===== src/rtl/qoi_dec_pkg.sv =====
package qoi_dec_pkg;

    // One RGBA pixel, red in the top byte of the packed struct.
    typedef struct packed {
        logic [7:0] r;
        logic [7:0] g;
        logic [7:0] b;
        logic [7:0] a;
    } pixel_t;

    // Multi-byte chunk that is still gathering its payload.
    localparam logic [1:0] OP_NONE = 2'd0;
    localparam logic [1:0] OP_RGB  = 2'd1;
    localparam logic [1:0] OP_RGBA = 2'd2;
    localparam logic [1:0] OP_LUMA = 2'd3;

    // Full-byte tags.
    localparam logic [7:0] TAG_RGB  = 8'hFE;
    localparam logic [7:0] TAG_RGBA = 8'hFF;

    // Two-bit tags in the top bits of a chunk byte.
    localparam logic [1:0] TAG2_INDEX = 2'b00;
    localparam logic [1:0] TAG2_DIFF  = 2'b01;
    localparam logic [1:0] TAG2_LUMA  = 2'b10;
    localparam logic [1:0] TAG2_RUN   = 2'b11;

    // Payload byte counts of the multi-byte chunks.
    localparam logic [2:0] NEED_RGB  = 3'd3;
    localparam logic [2:0] NEED_RGBA = 3'd4;
    localparam logic [2:0] NEED_LUMA = 3'd1;

    // Start pixel and the value of an index entry never written.
    localparam pixel_t PIXEL_RESET = '{r: 8'h00, g: 8'h00, b: 8'h00, a: 8'hFF};

    // Register map.
    localparam logic       REG_PIXEL_COUNT   = 1'b0;
    localparam logic [28:0] PIX_COUNT_RESET  = 29'd1;

    // Color hash 3r + 5g + 7b + 11a, modulo 256; callers keep the low bits.
    function automatic logic [7:0] pix_hash(input pixel_t p);
        logic [7:0] sum;
        sum = p.r * 8'd3 + p.g * 8'd5 + p.b * 8'd7 + p.a * 8'd11;
        return sum;
    endfunction

endpackage


===== src/rtl/qoi_image_decoder_core.sv =====
// Channel   Dir  Handshake                 Payload
// s_        in   s_tvalid / s_tready       data_byte in s_tdata, end_of_data in s_tlast
// m_        out  m_tvalid / m_tready       red, green, blue, alpha in m_tdata,
//                                          run_last in m_tlast, image_last in m_tuser
// APB       in   psel, penable, pready     pixel_count at byte address 0
//
// One chunk byte is taken per cycle unless the decoder stalls. A byte that yields pixels
// (a run gives up to 62) waits in the byte stage until the pixel emitter, which sends one
// pixel per cycle while the output register is free, is done with the byte before it.
// The color index lives in a 64-entry memory with registered read; two forwarding
// registers cover writes still in flight. Reset is synchronous; a byte with end_of_data
// clears the index valid bits and the decoder state at once, without a clearing pass.
// Either side may stall at any time; the emitter and the output register buffer results.
module qoi_image_decoder_core
    import qoi_dec_pkg::*;
#(
    parameter int INDEX_DEPTH = 64
) (
    input  logic        aclk,
    input  logic        aresetn,
    // Input channel.
    input  logic        s_tvalid,
    output logic        s_tready,
    input  logic [7:0]  s_tdata,   // [7:0] data_byte
    input  logic        s_tlast,
    // Result channel.
    output logic        m_tvalid,
    input  logic        m_tready,
    output logic [31:0] m_tdata,   // [7:0] red, [15:8] green, [23:16] blue, [31:24] alpha
    output logic        m_tlast,
    output logic        m_tuser,   // [0] image_last
    // Configuration port.
    input  logic        psel,
    input  logic        penable,
    input  logic        pwrite,
    input  logic [2:0]  paddr,
    input  logic [31:0] pwdata,
    output logic [31:0] prdata,
    output logic        pready
);

    localparam int IDX_AW = $clog2(INDEX_DEPTH);

    // Configuration.
    logic [28:0] pix_count_reg;

    // Byte stage.
    logic        s1_valid_reg;
    logic [7:0]  s1_byte_reg;
    logic        s1_last_reg;
    logic        s1_first_reg;
    pixel_t      s1_held_reg;
    logic        s_accept;
    logic        s1_fire;

    // Color index memory, its valid bits and write forwarding.
    pixel_t                idx_mem [INDEX_DEPTH];
    pixel_t                rd_data_reg;
    logic [INDEX_DEPTH-1:0] idx_valid_reg;
    logic                  wr_valid_reg;
    logic                  wr_valid_next;
    logic [7:0]            wr_hash;
    logic [IDX_AW-1:0]     wr_addr;
    logic                  wr2_valid_reg;
    logic [IDX_AW-1:0]     wr2_addr_reg;
    pixel_t                wr2_data_reg;
    logic [IDX_AW-1:0]     s1_addr;
    pixel_t                idx_val;

    // Decoder state.
    pixel_t      cur_pix_reg;
    logic [1:0]  pend_reg;
    logic [2:0]  need_reg;
    logic [23:0] gath_reg;
    logic [28:0] written_reg;
    logic [1:0]  pend_next;
    logic [2:0]  need_next;
    logic [23:0] gath_next;

    // Decode results.
    logic        dec_emit;
    logic [5:0]  dec_cnt;
    pixel_t      dec_pix;
    logic [7:0]  dg;
    logic        active;
    logic [28:0] remaining;
    logic [5:0]  dec_n;
    logic        dec_img_last;

    // Pixel emitter.
    logic        em_valid_reg;
    pixel_t      em_pix_reg;
    logic [5:0]  em_cnt_reg;
    logic        em_img_last_reg;
    logic        out_free;
    logic        em_push;
    logic        em_done;
    logic        em_free;

    // Output register.
    logic        m_valid_reg;
    logic [31:0] m_data_reg;
    logic        m_last_reg;
    logic        m_user_reg;

    // Configuration register and read-back.
    always_ff @(posedge aclk) begin
        if (!aresetn) begin
            pix_count_reg <= PIX_COUNT_RESET;
        end else if (psel && penable && pwrite && pready && paddr[2] == REG_PIXEL_COUNT) begin
            pix_count_reg <= pwdata[28:0];
        end
    end

    assign pready = 1'b1;
    assign prdata = (paddr[2] == REG_PIXEL_COUNT) ? {3'b000, pix_count_reg} : 32'd0;

    // Input handshake: the byte stage takes a byte when it is empty or its current one leaves.
    assign s_tready = !s1_valid_reg || s1_fire;
    assign s_accept = s_tvalid && s_tready;

    always_ff @(posedge aclk) begin
        if (!aresetn) begin
            s1_valid_reg <= 1'b0;
            s1_first_reg <= 1'b0;
        end else begin
            if (s_accept) begin
                s1_valid_reg <= 1'b1;
            end else if (s1_fire) begin
                s1_valid_reg <= 1'b0;
            end
            s1_first_reg <= s_accept;
        end
    end

    // Byte payload and the index value held while the byte waits for the emitter.
    always_ff @(posedge aclk) begin
        if (s_accept) begin
            s1_byte_reg <= s_tdata;
            s1_last_reg <= s_tlast;
        end
        s1_held_reg <= idx_val;
    end

    // Index memory: one write port, one registered read port addressed by the incoming byte.
    assign wr_hash = pix_hash(cur_pix_reg);
    assign wr_addr = wr_hash[IDX_AW-1:0];

    always_ff @(posedge aclk) begin
        if (wr_valid_reg) begin
            idx_mem[wr_addr] <= cur_pix_reg;
        end
        if (s_accept) begin
            rd_data_reg <= idx_mem[s_tdata[IDX_AW-1:0]];
        end
    end

    // Valid bits and the copy of the last write, all dropped at the end of an image.
    always_ff @(posedge aclk) begin
        if (!aresetn) begin
            idx_valid_reg <= '0;
            wr_valid_reg  <= 1'b0;
            wr2_valid_reg <= 1'b0;
        end else begin
            wr_valid_reg <= wr_valid_next;
            if (s1_fire && s1_last_reg) begin
                idx_valid_reg <= '0;
                wr2_valid_reg <= 1'b0;
            end else begin
                if (wr_valid_reg) begin
                    idx_valid_reg[wr_addr] <= 1'b1;
                end
                wr2_valid_reg <= wr_valid_reg;
            end
        end
    end

    always_ff @(posedge aclk) begin
        wr2_addr_reg <= wr_addr;
        wr2_data_reg <= cur_pix_reg;
    end

    // Lookup: in-flight writes newest first, then memory or reset value; held while waiting.
    assign s1_addr = s1_byte_reg[IDX_AW-1:0];

    always_comb begin
        priority if (!s1_first_reg) begin
            idx_val = s1_held_reg;
        end else if (wr_valid_reg && wr_addr == s1_addr) begin
            idx_val = cur_pix_reg;
        end else if (wr2_valid_reg && wr2_addr_reg == s1_addr) begin
            idx_val = wr2_data_reg;
        end else if (!idx_valid_reg[s1_addr]) begin
            idx_val = PIXEL_RESET;
        end else begin
            idx_val = rd_data_reg;
        end
    end

    // Chunk decode of the byte in the byte stage.
    always_comb begin
        dec_emit  = 1'b0;
        dec_cnt   = 6'd1;
        dec_pix   = cur_pix_reg;
        pend_next = pend_reg;
        need_next = need_reg;
        gath_next = gath_reg;
        dg        = {2'b00, gath_reg[5:0]} - 8'd32;
        if (pend_reg != OP_NONE) begin
            if (need_reg > 3'd1) begin
                // Payload byte of a chunk that is not complete yet.
                gath_next = {gath_reg[15:0], s1_byte_reg};
                need_next = need_reg - 3'd1;
            end else begin
                unique case (pend_reg)
                    OP_RGB: begin
                        dec_pix = '{r: gath_reg[15:8], g: gath_reg[7:0],
                                    b: s1_byte_reg, a: cur_pix_reg.a};
                    end
                    OP_RGBA: begin
                        dec_pix = '{r: gath_reg[23:16], g: gath_reg[15:8],
                                    b: gath_reg[7:0], a: s1_byte_reg};
                    end
                    default: begin
                        dec_pix.r = cur_pix_reg.r + dg - 8'd8 + {4'h0, s1_byte_reg[7:4]};
                        dec_pix.g = cur_pix_reg.g + dg;
                        dec_pix.b = cur_pix_reg.b + dg - 8'd8 + {4'h0, s1_byte_reg[3:0]};
                        dec_pix.a = cur_pix_reg.a;
                    end
                endcase
                pend_next = OP_NONE;
                need_next = 3'd0;
                gath_next = 24'd0;
                dec_emit  = 1'b1;
            end
        end else if (s1_byte_reg == TAG_RGB) begin
            pend_next = OP_RGB;
            need_next = NEED_RGB;
            gath_next = 24'd0;
        end else if (s1_byte_reg == TAG_RGBA) begin
            pend_next = OP_RGBA;
            need_next = NEED_RGBA;
            gath_next = 24'd0;
        end else begin
            unique case (s1_byte_reg[7:6])
                TAG2_INDEX: begin
                    dec_pix  = idx_val;
                    dec_emit = 1'b1;
                end
                TAG2_DIFF: begin
                    dec_pix.r = cur_pix_reg.r + {6'd0, s1_byte_reg[5:4]} - 8'd2;
                    dec_pix.g = cur_pix_reg.g + {6'd0, s1_byte_reg[3:2]} - 8'd2;
                    dec_pix.b = cur_pix_reg.b + {6'd0, s1_byte_reg[1:0]} - 8'd2;
                    dec_pix.a = cur_pix_reg.a;
                    dec_emit  = 1'b1;
                end
                TAG2_LUMA: begin
                    pend_next = OP_LUMA;
                    need_next = NEED_LUMA;
                    gath_next = {18'd0, s1_byte_reg[5:0]};
                end
                TAG2_RUN: begin
                    // Tags 0xFE and 0xFF are taken above, so the run length stays below 63.
                    dec_cnt  = s1_byte_reg[5:0] + 6'd1;
                    dec_emit = 1'b1;
                end
            endcase
        end
    end

    // Pixel count: cut a run to the pixels still missing and flag the final pixel.
    assign active    = written_reg < pix_count_reg;
    assign remaining = pix_count_reg - written_reg;

    always_comb begin
        if (!(active && dec_emit)) begin
            dec_n = 6'd0;
        end else if (remaining < {23'd0, dec_cnt}) begin
            dec_n = remaining[5:0];
        end else begin
            dec_n = dec_cnt;
        end
    end

    assign dec_img_last  = ({23'd0, dec_n} == remaining);
    assign s1_fire       = s1_valid_reg && (dec_n == 6'd0 || em_free);
    assign wr_valid_next = s1_fire && dec_n != 6'd0 && !s1_last_reg;

    // Decoder state update; the final byte of a stream returns everything to reset values.
    always_ff @(posedge aclk) begin
        if (!aresetn) begin
            cur_pix_reg <= PIXEL_RESET;
            pend_reg    <= OP_NONE;
            need_reg    <= 3'd0;
            gath_reg    <= 24'd0;
            written_reg <= 29'd0;
        end else if (s1_fire) begin
            if (s1_last_reg) begin
                cur_pix_reg <= PIXEL_RESET;
                pend_reg    <= OP_NONE;
                need_reg    <= 3'd0;
                gath_reg    <= 24'd0;
                written_reg <= 29'd0;
            end else if (active) begin
                if (dec_emit) begin
                    cur_pix_reg <= dec_pix;
                end
                pend_reg    <= pend_next;
                need_reg    <= need_next;
                gath_reg    <= gath_next;
                written_reg <= written_reg + {23'd0, dec_n};
            end
        end
    end

    // Emitter: sends the pixels of one byte, one per cycle while the output register is free.
    assign out_free = !m_valid_reg || m_tready;
    assign em_push  = em_valid_reg && out_free;
    assign em_done  = em_push && em_cnt_reg == 6'd1;
    assign em_free  = !em_valid_reg || em_done;

    always_ff @(posedge aclk) begin
        if (!aresetn) begin
            em_valid_reg <= 1'b0;
        end else if (s1_fire && dec_n != 6'd0) begin
            em_valid_reg <= 1'b1;
        end else if (em_done) begin
            em_valid_reg <= 1'b0;
        end
    end

    always_ff @(posedge aclk) begin
        if (s1_fire && dec_n != 6'd0) begin
            em_pix_reg      <= dec_pix;
            em_cnt_reg      <= dec_n;
            em_img_last_reg <= dec_img_last;
        end else if (em_push) begin
            em_cnt_reg <= em_cnt_reg - 6'd1;
        end
    end

    // Output register.
    always_ff @(posedge aclk) begin
        if (!aresetn) begin
            m_valid_reg <= 1'b0;
        end else if (em_push) begin
            m_valid_reg <= 1'b1;
        end else if (m_tready) begin
            m_valid_reg <= 1'b0;
        end
    end

    always_ff @(posedge aclk) begin
        if (em_push) begin
            m_data_reg <= {em_pix_reg.a, em_pix_reg.b, em_pix_reg.g, em_pix_reg.r};
            m_last_reg <= (em_cnt_reg == 6'd1);
            m_user_reg <= (em_cnt_reg == 6'd1) && em_img_last_reg;
        end
    end

    assign m_tvalid = m_valid_reg;
    assign m_tdata  = m_data_reg;
    assign m_tlast  = m_last_reg;
    assign m_tuser  = m_user_reg;

endmodule


===== config.mk =====
export PLATFORM = sky130hd
export DESIGN_NAME = qoi_image_decoder_core
export DESIGN_NICKNAME = d
export VERILOG_FILES = /design/src/rtl/qoi_dec_pkg.sv /design/src/rtl/qoi_image_decoder_core.sv
export SDC_FILE = /design/constraint.sdc
export NUM_CORES = 2
export LEC_CHECK = 0
export BUFFER_PORTS_ARGS = -buffer_cell sky130_fd_sc_hd__buf_2
export CAP_MARGIN = 20
export CORE_MARGIN = 2
export CORE_UTILIZATION = 40
export DETAILED_ROUTE_END_ITERATION = 8
export GPL_TIMING_DRIVEN = 0
export PLACE_DENSITY_LB_ADDON = 0.25
export SYNTH_ARGS = -nofsm -noshare
export SYNTH_HDL_FRONTEND = slang
export SYNTH_SLANG_ARGS = --single-unit

===== constraint.sdc =====
create_clock -name aclk -period 11.2 [get_ports aclk]
set_input_delay 1.12 -clock aclk [delete_from_list [all_inputs] [get_ports aclk]]
set_output_delay 1.12 -clock aclk [all_outputs]
set_load 0.05 [all_outputs]

==> out/metrics.csv <==
metric,value,unit
Setup crit start kind,register,
Critical Path End,em_pix_reg[5]$_DFFE_PP_,
DRT Pass-1 Iters,8,
I/O Buffers,110,
Initial Utilization,40.12,%
clk root buf,clkbuf_16,
clk sinks,2421,
Critical Path Fanout Max,69,
cts hold-fix bufs,0,
Fmax achieved,0.1185,GHz
Die Footprint,0.2500,mm2
Pleak,38.30,nW
Min Hold Slack,0.4158,ns
dpl ws,2.940,ns
fill cell count,20299,
count of final max-slew check failures,0,
VDD IR-drop max,0.0001697,V
RR Startpoint,cur_pix_reg[11]$_SDFFE_PN0P_,
final setup fails,0,
clk_skew,0.06371,ns
DRC Markers,0,
unrepaired setup endpoints after global routing,false,
Max H-tree Level,5,
All-Layer GR Usage,22.82,%
vias in the first global route,52613,
Yosys cell types,95,
ys flop type,edfxtp_1,
CP max stage cell,dfxtp_4,
Final ANT Viol Nets,0,
WL met3,26130,um
Die Wd,500.0,um
"Cell Area, Synth",0.09839,mm2
CTS Buf Count,274,
initial antenna violation count,21,
worst-path cell chain,"inv_1, fa_1, inv_1, fa_1, inv_1, fa_1, fa_1, fa_1, inv_1, ha_1, xnor2_1, inv_1, xnor2_1, nand4_1, or2_2, clkbuf_1, clkbuf_1, buf_1, o211ai_1, a21oi_1, a222oi_1, inv_1",
final period utilization,75.32,%
Yosys reg bits,2421,
first-pass GRT wire length,402600,um
CTS tree,yes,
Pwr Total,0.01981,W
Post-synth ARST share,0,%
Syn Area/Cell,18.98,um2
Slew HR,17.63,%
pin count of the biggest net entering global routing,74,
postcts setup bufs,0,
most frequent CP cell,inv_1,
Synth Warn #,0,
Total Wirelength,287500,um
CP Launch Point,cur_pix_reg[11]$_SDFFE_PN0P_,
Worst Hold Class,register to register,
clk buf depth,4,
Resized cells post-CTS,0,
area grow syn2layout,17.07,%
"Clk pin slew, worst setup/hold paths",0.06,ns
Avg Vias per Cell,5.907,
# rows,182,
Max-Cap Viols,0,
Reg2Reg Depth,22,
Final GP Congestion,0.9095,
vias,54023,
per-cell routed wire length,31.44,um
crit path capture type,register,
Top Metal Used,met5,
worst slew pin tran,1.236,ns
Post-synth EDFFs,2162,
max reg flops,2048,
CP max stage delay,0.97,ns
Met2 Wirelength,132500,um
grt total ovfl,0,
worst r2r dst,em_pix_reg[5]$_DFFE_PP_,
min Tclk post-route,8.436,ns
setup ws final,2.764,ns
Detailed Route Iter0 Violations,7027,
status,"finished, final reports clean",
r2r setup slk,2.76,ns
Setup CP Type,register to register,
DPL Wire Length,197400,um
Final nets,5950,
Chip Height,500.0,um
clk_lat worst skew,0.94,ns
"Seq/Total Area, Yosys",71.25,%
CP required,11.84,ns
design area,0.1152,mm2
Final Hold Viols,0,
share of layout cells above drive strength 1,25.36,%
PwrDens,172.0,mW/mm2
Cells after Synth,5184,
core region area,0.2453,mm2
met1 wire length,118000,um
area of placed instances,0.1061,mm2
io pins,120,
Arrival @ worst endpoint,9.07,ns
-- power breakdown --
part           total, W  switching [W]  leakage, nW  internal [W]
Sequential      0.00988      0.0000629         22.9       0.00982
Clock           0.00864        0.00351         4.15       0.00513
Combinational   0.00128       0.000858         11.2      0.000425
Total            0.0198        0.00443         38.3        0.0154
-- cell families (layout without fill, tap and decap cells) --
family | count (synthesis) | after routing | share of synthesized area (%)
mux | 746 | 746 | 16.34
xor+xnor | 91 | 91 | 0.8240
other cells | 2 | 8 | 0.007633
buf+inv | 431 | 1167 | 1.721
flops | 2421 | 2421 | 71.25
compound gates | 526 | 526 | 3.731
simple gates | 800 | 800 | 3.703
fa+ha+maj | 167 | 167 | 2.421
-- routing by layer --
metal | vias to the layer above | GRT usage [%]
li1 | 22126 | -
met3 | 534 | 4.483
met2 | 2541 | 35.41
met4 | 4 | 7.712
met5 | - | 0
met1 | 28818 | 32.35
-- critical path: cells and delay by family (launching register included) --
kind	cells	cell delay [ns]
AO/OA/AOI/OAI	3	0.93
XOR/XNOR	2	0.90
adder cells (fa/ha/maj)	6	2.94
buffers and inverters	9	1.84
flip-flops	1	0.97
AND/OR/NAND/NOR	2	0.54
-- placed cells by master (no fill, tap or decap), drive strengths merged, types with 82 or more instances in the layout --
master and n:
edfxtp 2162, mux4 687, clkbuf 519, buf 371
nor2 311, dfxtp 259, nand2 229, inv 164
a21oi 138, ha 128, o21ai 82
-- synth_stat cells, drive strengths merged, types with 12 or more instances --
cell | n | area share (%)
edfxtp | 2162 | 66
mux4 | 687 | 16
nor2 | 311 | 1.2
dfxtp | 259 | 5.3
nand2 | 229 | 0.87
clkbuf | 167 | 0.64
inv | 161 | 0.61
a21oi | 138 | 0.73
ha | 128 | 1.6
buf | 102 | 0.47
o21ai | 82 | 0.42
nand3 | 72 | 0.37
xnor2 | 65 | 0.58
mux2i | 49 | 0.50
nor2b | 42 | 0.27
fa | 39 | 0.79
a21boi | 35 | 0.27
a21o | 31 | 0.24
a22o | 31 | 0.28
nor3 | 26 | 0.15
xor2 | 25 | 0.22
a221oi | 23 | 0.20
o211ai | 23 | 0.18
or3 | 19 | 0.13
o221ai | 17 | 0.15
and3 | 15 | 0.095
a22oi | 14 | 0.11
nand4 | 14 | 0.095
o21bai | 14 | 0.11
a211oi | 13 | 0.099
o21a | 13 | 0.099
a222oi | 12 | 0.12
and2 | 12 | 0.079
nand2b | 12 | 0.084
or4 | 12 | 0.095
-- final cells by class --
cell class,instances,area [um2],share of cell area [%]
clock inverter,114,1121,0.9733
multi-input combinational,2334,27080,23.51
tap,3220,4029,3.498
inverter,162,608.1,0.5279
buffer,269,1094,0.9494
clock buffer,352,7400,6.424
antenna,4,10.01,0.008690
sequential,2421,70200,60.95
timing repair buffer,270,3636,3.157
-- per-stage QoR --
stage / util [%] / setup TNS [ns] / instances
floorplan: - / 0 / 5186
global placement: 41.99 / -1447.98 / 8516
detailed placement: 43.28 / 0 / 8642
CTS: 46.76 / 0 / 9108
global route: 46.96 / 0 / 9142
finish: 46.97 / 0 / 9146
-- worst min-delay path by stage --
stage                                   from                        to  slack [ns]  depth (start not counted)
floorplan           em_pix_reg[24]$_DFFE_PP_      m_tdata[0]$_DFFE_PP_        0.40                          0
global placement    em_pix_reg[23]$_DFFE_PP_     m_tdata[15]$_DFFE_PP_        0.41                          0
detailed placement  em_pix_reg[21]$_DFFE_PP_     m_tdata[13]$_DFFE_PP_        0.40                          0
CTS                               s_tdata[7]  s1_byte_reg[7]$_DFFE_PP_        0.37                          1
global route                      s_tdata[7]  s1_byte_reg[7]$_DFFE_PP_        0.39                          1
finish              em_pix_reg[21]$_DFFE_PP_     m_tdata[13]$_DFFE_PP_        0.42                          0
(Power assumes the default switching activity.)
